==> config.mk <==
export PLATFORM = sky130hd
export DESIGN_NAME = ini_stream_tokenizer
export DESIGN_NICKNAME = d
export VERILOG_FILES = /design/src/sv/ist_pkg.sv /design/src/sv/ist_fsm.sv /design/src/sv/ini_stream_tokenizer.sv
export VERILOG_INCLUDE_DIRS = /design/src /design/src/sv
export SDC_FILE = /design/constraint.sdc
export NUM_CORES = 1
export LEC_CHECK = 0
export ABC_AREA = 1
export ABC_CLOCK_PERIOD_IN_PS = 2500
export CAP_MARGIN = 0
export CORE_MARGIN = 10
export CORE_UTILIZATION = 30
export CTS_CLUSTER_DIAMETER = 100
export DETAILED_ROUTE_END_ITERATION = 7
export DONT_BUFFER_PORTS = 1
export MAX_ROUTING_LAYER = met4
export PLACE_DENSITY = 0.45
export SLEW_MARGIN = 10
export SYNTH_ARGS = -nofsm -noshare
export SYNTH_HDL_FRONTEND = slang
export SYNTH_SLANG_ARGS = --single-unit
==> constraint.sdc <==
create_clock -name clk -period 2.5 [get_ports clk]
set_clock_uncertainty 0.1 [all_clocks]
set_input_delay 0.5 -clock clk [delete_from_list [all_inputs] [get_ports clk]]
set_output_delay 0.5 -clock clk [all_outputs]
set_load 0.005 [all_outputs]
==> src/sv/assert_macros.svh <==
// ---------------------------------------------------------------------------
// Assertion macros shared by the tokenizer RTL.
// Defining NO_ASSERTIONS turns every check into an empty statement.
// ---------------------------------------------------------------------------
`ifndef ASSERT_MACROS_SVH
`define ASSERT_MACROS_SVH

`ifndef NO_ASSERTIONS

// Checks that a condition holds at every clock edge outside reset.
`define ASSERT_ALWAYS(label, clock, reset, cond) \
  label: assert property (@(posedge clock) disable iff (reset) (cond)) \
    else $error("assertion failed: condition does not hold");

// Checks that a trigger is followed by a consequence on the next edge.
`define ASSERT_NEXT(label, clock, reset, trig, cons) \
  label: assert property (@(posedge clock) disable iff (reset) (trig) |=> (cons)) \
    else $error("assertion failed: consequence missing on next cycle");

`else

`define ASSERT_ALWAYS(label, clock, reset, cond)
`define ASSERT_NEXT(label, clock, reset, trig, cons)

`endif

`endif

==> src/sv/ist_pkg.sv <==
// ---------------------------------------------------------------------------
// ist_pkg
// Byte classes, character constants, parser states, event codes, the result
// record, the byte classifier and the next-state table of the INI stream tokenizer.
// ---------------------------------------------------------------------------
package ist_pkg;

  // Byte classes.
  typedef logic [2:0] class_t;
  localparam class_t CL_EOL = 3'd0;
  localparam class_t CL_LBR = 3'd1;
  localparam class_t CL_RBR = 3'd2;
  localparam class_t CL_EQ  = 3'd3;
  localparam class_t CL_SP  = 3'd4;
  localparam class_t CL_PRN = 3'd5;
  localparam class_t CL_OTH = 3'd6;

  // Parser states.
  typedef logic [3:0] state_t;
  localparam state_t ST_LINE   = 4'd0;  // start of line, no section
  localparam state_t ST_OPEN   = 4'd1;  // after '['
  localparam state_t ST_DROP   = 4'd2;  // dropping a bad line, no section
  localparam state_t ST_SNAME  = 4'd3;  // inside a section name
  localparam state_t ST_SCLOSE = 4'd4;  // after ']'
  localparam state_t ST_KLINE  = 4'd5;  // start of line inside a section
  localparam state_t ST_KNAME  = 4'd6;  // inside a key
  localparam state_t ST_KDROP  = 4'd7;  // dropping a bad line inside a section
  localparam state_t ST_AFTEQ  = 4'd8;  // after '='
  localparam state_t ST_VNAME  = 4'd9;  // inside a value

  // Event codes.
  typedef logic [2:0] event_t;
  localparam event_t EV_NONE = 3'd0;
  localparam event_t EV_SEC  = 3'd1;
  localparam event_t EV_KEY  = 3'd2;
  localparam event_t EV_VAL  = 3'd3;
  localparam event_t EV_PAIR = 3'd4;

  // Character constants.
  localparam logic [7:0] CH_LF     = 8'h0A;
  localparam logic [7:0] CH_CR     = 8'h0D;
  localparam logic [7:0] CH_LBR    = 8'h5B;
  localparam logic [7:0] CH_RBR    = 8'h5D;
  localparam logic [7:0] CH_EQ     = 8'h3D;
  localparam logic [7:0] CH_SP     = 8'h20;
  localparam logic [7:0] CH_CTLMAX = 8'd31;
  localparam logic [7:0] CH_DEL    = 8'd127;
  localparam logic [7:0] SPACE_MAX = 8'hFF;

  // One result item.
  typedef struct packed {
    logic [7:0] spaces_before;
    logic       starts_name;
    logic [7:0] char_out;
    event_t     event_res;
  } result_t;

  // Sorts a raw byte into its class.
  function automatic class_t classify(input logic [7:0] b);
    class_t cl;
    if (b == CH_LF || b == CH_CR) cl = CL_EOL;
    else if (b == CH_LBR) cl = CL_LBR;
    else if (b == CH_RBR) cl = CL_RBR;
    else if (b == CH_EQ) cl = CL_EQ;
    else if (b == CH_SP) cl = CL_SP;
    else if (b > CH_CTLMAX && b < CH_DEL) cl = CL_PRN;
    else cl = CL_OTH;
    return cl;
  endfunction

  // Next parser state for a state and a byte class.
  function automatic state_t next_state(input state_t st, input class_t cl);
    state_t ns;
    ns = ST_LINE;
    unique case (st)
      ST_OPEN: begin
        if (cl == CL_EOL) ns = ST_LINE;
        else if (cl == CL_SP) ns = ST_OPEN;
        else if (cl == CL_PRN) ns = ST_SNAME;
        else ns = ST_DROP;
      end
      ST_DROP: begin
        ns = (cl == CL_EOL) ? ST_LINE : ST_DROP;
      end
      ST_SNAME: begin
        if (cl == CL_EOL) ns = ST_LINE;
        else if (cl == CL_RBR) ns = ST_SCLOSE;
        else if (cl == CL_SP || cl == CL_PRN) ns = ST_SNAME;
        else ns = ST_DROP;
      end
      ST_SCLOSE: begin
        ns = (cl == CL_EOL) ? ST_KLINE : ST_SCLOSE;
      end
      ST_KLINE: begin
        if (cl == CL_EOL || cl == CL_SP) ns = ST_KLINE;
        else if (cl == CL_LBR) ns = ST_OPEN;
        else if (cl == CL_PRN) ns = ST_KNAME;
        else ns = ST_KDROP;
      end
      ST_KNAME: begin
        if (cl == CL_EOL) ns = ST_KLINE;
        else if (cl == CL_EQ) ns = ST_AFTEQ;
        else if (cl == CL_SP || cl == CL_PRN) ns = ST_KNAME;
        else ns = ST_KDROP;
      end
      ST_KDROP: begin
        ns = (cl == CL_EOL) ? ST_KLINE : ST_KDROP;
      end
      ST_AFTEQ: begin
        if (cl == CL_EOL) ns = ST_KLINE;
        else if (cl == CL_SP) ns = ST_AFTEQ;
        else if (cl == CL_EQ || cl == CL_OTH) ns = ST_KDROP;
        else ns = ST_VNAME;
      end
      ST_VNAME: begin
        if (cl == CL_EOL) ns = ST_KLINE;
        else if (cl == CL_EQ || cl == CL_OTH) ns = ST_KDROP;
        else ns = ST_VNAME;
      end
      default: begin
        // Start of line, and any code that is not a state.
        if (cl == CL_EOL || cl == CL_SP) ns = ST_LINE;
        else if (cl == CL_LBR) ns = ST_OPEN;
        else ns = ST_DROP;
      end
    endcase
    return ns;
  endfunction

endpackage

==> src/sv/ist_fsm.sv <==
// ---------------------------------------------------------------------------
// ist_fsm
// Parser state and held-space counter. Produces the result for the byte on
// its input in the same cycle and advances its state when told to.
// ---------------------------------------------------------------------------
module ist_fsm (
  input  logic             clk,
  input  logic             rst,
  input  logic             advance,
  input  logic [7:0]       byte_in,
  input  logic             end_of_stream,
  output ist_pkg::result_t result
);

  ist_pkg::state_t parse_state;
  ist_pkg::state_t parse_state_next;
  logic [7:0]      pending_spaces;
  logic [7:0]      pending_spaces_next;

  ist_pkg::state_t st;
  ist_pkg::class_t cl;
  ist_pkg::event_t ev;
  logic            start;
  logic            hold;
  logic            is_char;
  logic            is_name;
  logic            is_vchar;

  // Out-of-range codes fall back to start of line.
  assign st = (parse_state > ist_pkg::ST_VNAME) ? ist_pkg::ST_LINE : parse_state;
  assign cl = ist_pkg::classify(byte_in);
  assign is_name  = (cl == ist_pkg::CL_PRN);
  assign is_vchar = (cl == ist_pkg::CL_PRN || cl == ist_pkg::CL_LBR ||
                     cl == ist_pkg::CL_RBR);

  // Tagging of the current byte.
  always_comb begin
    ev    = ist_pkg::EV_NONE;
    start = 1'b0;
    hold  = 1'b0;
    if (end_of_stream) begin
      if (st == ist_pkg::ST_VNAME) ev = ist_pkg::EV_PAIR;
    end else begin
      unique case (st)
        ist_pkg::ST_OPEN: begin
          if (is_name) begin
            ev    = ist_pkg::EV_SEC;
            start = 1'b1;
          end
        end
        ist_pkg::ST_SNAME: begin
          if (is_name) ev = ist_pkg::EV_SEC;
          else if (cl == ist_pkg::CL_SP) hold = 1'b1;
        end
        ist_pkg::ST_KLINE: begin
          if (is_name) begin
            ev    = ist_pkg::EV_KEY;
            start = 1'b1;
          end
        end
        ist_pkg::ST_KNAME: begin
          if (is_name) ev = ist_pkg::EV_KEY;
          else if (cl == ist_pkg::CL_SP) hold = 1'b1;
        end
        ist_pkg::ST_AFTEQ: begin
          if (is_vchar) begin
            ev    = ist_pkg::EV_VAL;
            start = 1'b1;
          end
        end
        ist_pkg::ST_VNAME: begin
          if (is_vchar) ev = ist_pkg::EV_VAL;
          else if (cl == ist_pkg::CL_SP) hold = 1'b1;
          else ev = ist_pkg::EV_PAIR;
        end
        default: begin
        end
      endcase
    end
  end

  // Result fields: character and space count only for character events.
  assign is_char = (ev == ist_pkg::EV_SEC || ev == ist_pkg::EV_KEY ||
                    ev == ist_pkg::EV_VAL);
  assign result.event_res     = ev;
  assign result.starts_name   = start;
  assign result.char_out      = is_char ? byte_in : 8'd0;
  assign result.spaces_before = (is_char && !start) ? pending_spaces : 8'd0;

  // Next state and saturating space count.
  always_comb begin
    if (end_of_stream) begin
      parse_state_next    = ist_pkg::ST_LINE;
      pending_spaces_next = 8'd0;
    end else begin
      parse_state_next = ist_pkg::next_state(st, cl);
      if (!hold) pending_spaces_next = 8'd0;
      else if (pending_spaces != ist_pkg::SPACE_MAX) pending_spaces_next = pending_spaces + 8'd1;
      else pending_spaces_next = pending_spaces;
    end
  end

  always_ff @(posedge clk) begin
    if (rst) begin
      parse_state    <= ist_pkg::ST_LINE;
      pending_spaces <= 8'd0;
    end else if (advance) begin
      parse_state    <= parse_state_next;
      pending_spaces <= pending_spaces_next;
    end
  end

endmodule

==> src/sv/ini_stream_tokenizer.sv <==
// ---------------------------------------------------------------------------
// ini_stream_tokenizer
// Streaming INI tokenizer: tags each byte as section, key or value text, or
// reports a completed key/value pair, one result per byte.
// ---------------------------------------------------------------------------
//  Channel | Dir | tdata                          | tuser                     | tlast
//  s_*     | in  | [7:0] byte_in                  | -                         | end_of_stream
//  m_*     | out | [7:0] char_out, [15:8] spaces  | [2:0] event, [3] starts   | -
//
// One byte per cycle while s_tready is high; the result is registered in the
// output stage. The parser state is registered and updates from a small table.
// A two-entry output stage (main plus skid register) lets requests keep
// flowing while one result waits; s_tready drops only when both are full.
// Synchronous reset returns the parser to start of line with no section and
// empties the output stage.
// ---------------------------------------------------------------------------
`include "assert_macros.svh"

module ini_stream_tokenizer (
  input  logic        clk,
  input  logic        rst,
  input  logic        s_tvalid,
  output logic        s_tready,
  input  logic [7:0]  s_tdata,   // [7:0] byte_in
  input  logic        s_tlast,   // end_of_stream
  output logic        m_tvalid,
  input  logic        m_tready,
  output logic [15:0] m_tdata,   // [7:0] char_out, [15:8] spaces_before
  output logic [3:0]  m_tuser    // [2:0] event_res, [3] starts_name
);

  logic              accept;
  ist_pkg::result_t  new_result;
  ist_pkg::result_t  main_result;
  ist_pkg::result_t  skid_result;
  logic              skid_valid;

  assign s_tready = !skid_valid;
  assign accept   = s_tvalid && s_tready;

  // Parser.
  ist_fsm u_fsm (
    .clk           (clk),
    .rst           (rst),
    .advance       (accept),
    .byte_in       (s_tdata),
    .end_of_stream (s_tlast),
    .result        (new_result)
  );

  // Output stage with skid register.
  always_ff @(posedge clk) begin
    if (rst) begin
      m_tvalid   <= 1'b0;
      skid_valid <= 1'b0;
    end else if (m_tready || !m_tvalid) begin
      if (skid_valid) begin
        m_tvalid   <= 1'b1;
        skid_valid <= 1'b0;
      end else begin
        m_tvalid <= accept;
      end
    end else if (accept) begin
      skid_valid <= 1'b1;
    end
  end

  always_ff @(posedge clk) begin
    if (m_tready || !m_tvalid) begin
      if (skid_valid) main_result <= skid_result;
      else if (accept) main_result <= new_result;
    end else if (accept) begin
      skid_result <= new_result;
    end
  end

  assign m_tdata = {main_result.spaces_before, main_result.char_out};
  assign m_tuser = {main_result.starts_name, main_result.event_res};

  // Checks on the output stage and result fields.
  `ASSERT_ALWAYS(a_skid_behind_main, clk, rst, !skid_valid || m_tvalid)
  `ASSERT_NEXT(a_skid_drains, clk, rst, skid_valid && m_tready, m_tvalid && !skid_valid)
  `ASSERT_ALWAYS(a_start_no_spaces, clk, rst, !(m_tvalid && m_tuser[3]) || m_tdata[15:8] == 8'd0)
  `ASSERT_ALWAYS(a_quiet_fields, clk, rst,
    !(m_tvalid && (m_tuser[2:0] == ist_pkg::EV_NONE || m_tuser[2:0] == ist_pkg::EV_PAIR)) ||
    (m_tdata == 16'd0 && !m_tuser[3]))

endmodule

==> impl_results.rst <==
.. list-table::
   :header-rows: 1

   * - Metric
     - Value
   * - Setup fix buffers added after clock tree synthesis
     - 0
   * - Status
     - finished, final reports clean
   * - Part of the Yosys area used for sequential elements
     - 0.529
   * - P&R area growth vs syn
     - 9.38%
   * - Post-synth top area cell
     - edfxtp_1
   * - Via count of the routed design
     - ~2200
   * - Starting utilization of the core area
     - 0.306
   * - Peak supply drop
     - ~0.00025 V
   * - NetSw
     - slightly above 0.4 mW
   * - Cell with the most instances after synthesis
     - nand2_1
   * - Relative slew slack
     - 0.660
   * - Internal Dissipation
     - ~1.3 mW
   * - Crit path launch type
     - flip-flop
   * - Fraction of post-synthesis cell area in the top cell type by area
     - 0.429
   * - Number of DRC markers in iteration 0
     - roughly 170
   * - Switch share
     - 0.234
   * - 1st-pass router iterations
     - 4
   * - Ordered list of cells on the worst path
     - o21ai_0, nand2_1, nor2_1, nand2_1, nand2_1, nand2_1, nand2_2, nor2_1
   * - Top Ports
     - 35
   * - Design Power
     - ~1.7 mW
   * - HPWL reported at the end of detailed placement
     - just over 5000 um
   * - Period Utilization, post-route
     - 0.837
   * - CP Class
     - reg2reg
   * - Grt total ovfl
     - 0
   * - Library cells used by synthesis
     - 28
   * - Number of antenna repair diodes
     - 0
   * - Kind of end point of the critical path
     - flip-flop
   * - Kind of path behind the tightest hold check
     - in2reg
   * - Most frequent CP cell
     - nand2_1
   * - Final antenna-violating net count
     - 0
   * - Clock transition time at the flip-flop clock pins of the worst setup and hold paths
     - ~100 ps
   * - Max Fanout on Critical Path
     - 11
   * - Part of the power in combinational logic
     - 0.058
   * - Asr flop ratio synth
     - 0
   * - Synth area leaders
     - edfxtp_1, nand2_1, dfxtp_1
   * - Leading register cell type out of synthesis
     - edfxtp_1
   * - Vertical die dimension
     - approximately 120 um
   * - Setup Viol. Count Final
     - 0
   * - Number of DRC violations after detailed routing
     - 0
   * - Die extent in x
     - between 100 and 150 um
   * - Mapped Area
     - approximately 2800 um^2
   * - Setup TNS after final layout
     - 0 ps
   * - Final core utilization
     - 0.335
   * - Instance count of the mapped netlist
     - 350
   * - Worst setup slack after layout
     - about 410 ps
   * - Detail-routed net length per standard cell
     - roughly 14 um
   * - Leakage power summed over all cells
     - roughly 1.3 nW
   * - Worst path top cell family by delay
     - simple AND/OR/NAND/NOR gates
   * - Number of fill cells
     - around 960
   * - CTS Buffer Depth
     - 2
   * - Number of CTS-inserted buffers
     - 5
   * - Worst slack, placed
     - around 90 ps
   * - Critical path buffer and inverter count
     - 0
   * - IO buf count
     - 0
   * - Core area
     - between 9000 and 10000 um^2
   * - Critical path required time
     - about 2500 ps
   * - Drt total wl
     - between 6000 and 7000 um
   * - Fraction of layout instances using a drive strength above 1
     - 0.0983
   * - Total count of hold-check failures in the final report
     - 0
   * - Synth Area per Inst
     - roughly 8 um^2
   * - EDFF count, synth
     - 40
   * - Detail-routed via count per cell
     - between 4 and 5
   * - CP Data Arrival Time
     - slightly above 2000 ps
   * - Synthesized net count
     - 364
   * - Post-Place Cells
     - 459
   * - Wire length of the first global-routing pass
     - 11500 um
   * - Antenna violations before repair
     - 0
   * - Total number of nets in the final design
     - roughly 370
   * - Max-capacitance violation count
     - 0
   * - GRT Resource Usage Total
     - 0.108
   * - Register bit count reported by yosys
     - 54
   * - Hold buffers post-CTS
     - 0
   * - Highest clock frequency the design can meet
     - between 400 and 500 MHz
   * - TritonCTS clock tree
     - done
   * - Post-cts repair resize count
     - 0
   * - Core Rows
     - 35
   * - Cell at the root of the clock tree
     - clkbuf_8
   * - CTS HTree Levels
     - 2
   * - Slowest library cell on the worst path
     - dfxtp_1
   * - Share of total power in sequential cells
     - 0.583
   * - Minimum clock period
     - 2090 ps
   * - Slew Limit Fails
     - 0
   * - Largest net degree at the start of global routing
     - 26
   * - Cell types with the highest counts after synthesis
     - nand2_1, edfxtp_1, inv_1
   * - Critical Path Max Stage Delay
     - about 420 ps
   * - Pwr per Cell Area
     - between 500 and 600 nW/um^2
   * - Vias in the first global route
     - between 2000 and 2500
   * - Worst-Margin Slew
     - between 500 and 600 ps
   * - Total die area
     - about 14000 um^2
   * - Global placement routability congestion
     - around 0.93
   * - Sink Count
     - 54
   * - Clock latency on the worst-skew pair
     - around 310 ps
   * - RSZ-0062 raised after global routing
     - no
   * - Clk pwr share
     - 0.359
   * - Synthesis warning total
     - 0
   * - Final Non-Filler Cells
     - 467
-- power by group through the flow --
stage / logic (mW) / registers, mW / clock network (mW)
2_1_floorplan: 0.0801 / 1.02 / 0
3_3_place_gp: 0.103 / 1.03 / 0
3_5_place_dp: 0.102 / 1.03 / 0
4_1_cts: 0.102 / 1.01 / 0.650
5_1_grt: 0.118 / 1.01 / 0.686
6_report: 0.100 / 1.01 / 0.619
-- sequential cells by signal, summed over array words and instances (netlist names) --
signal / cells
m_tdata: 16
u_fsm.pending_spaces: 8
u_fsm.parse_state: 4
m_tuser: 4
skid_result: 20
m_tvalid: 1
skid_valid: 1
-- layout make-up --
| cell class | count | area (um^2) | share of cell area |
|---|---|---|---|
| tap | 111 | 139 | 0.0453 |
| clock buffer | 5 | 68.8 | 0.0225 |
| sequential | 54 | 1480 | 0.484 |
| clock inverter | 3 | 47.5 | 0.0155 |
| timing repair buffer | 7 | 52.6 | 0.0172 |
| multi-input combinational | 242 | 1100 | 0.361 |
| inverter | 45 | 169 | 0.0551 |
-- per-layer routing --
layer  vias up  share of wire  global-route usage
li1       1167              -                   -
met5         -              0                   -
met4         0         0.0061              0.0305
met1      1024           0.49               0.144
met3         2          0.055              0.0262
met2        50           0.44               0.161
-- placed cells by master, fill, tap and decap left out --
cell       count
edfxtp_1      40
buf_4          7
o21ai_2        1
ha_1           1
nand3_1       26
nor3_1         9
a21oi_2        1
nand2_1      102
and3_1         2
inv_1         38
o22ai_1        1
a21oi_1       20
nor4_1         1
clkbuf_8       5
dfxtp_1       14
inv_2          6
bufinv_16      1
nand4_1       13
clkinv_1       1
nor2_2         5
a211oi_1       2
inv_6          1
conb_1         1
o21ai_0       15
nand2_2        6
nor2_1        34
nand2_4        1
clkinv_4       1
a311oi_1       1
-- through the flow --
step,hold slack (ps),instance area [um^2]
6_report,145,3060
4_1_cts,131,3060
5_1_grt,126,3060
2_1_floorplan,368,2800
3_5_place_dp,390,2950
3_3_place_gp,391,2950
-- cells by family after synthesis --
group,synth area share
AND/OR/NAND/NOR,0.308
buffers and inverters,0.0773
flip-flops,0.529
AO/OA/AOI/OAI,0.0795
adder cells (fa/ha/maj),0.00447
other,0.00134
-- final timing paths --
path                        startpoint                    to  depth (start not counted)  slack [ps]
setup / recovery  u_fsm.parse_state[1]       skid_result[18]                          8         410
hold / removal                     rst  u_fsm.parse_state[2]                          1         150
setup reg to reg  u_fsm.parse_state[1]       skid_result[18]                          8         410
hold reg to reg        skid_result[10]            m_tdata[7]                          2         410
(Power assumes the default switching activity.)
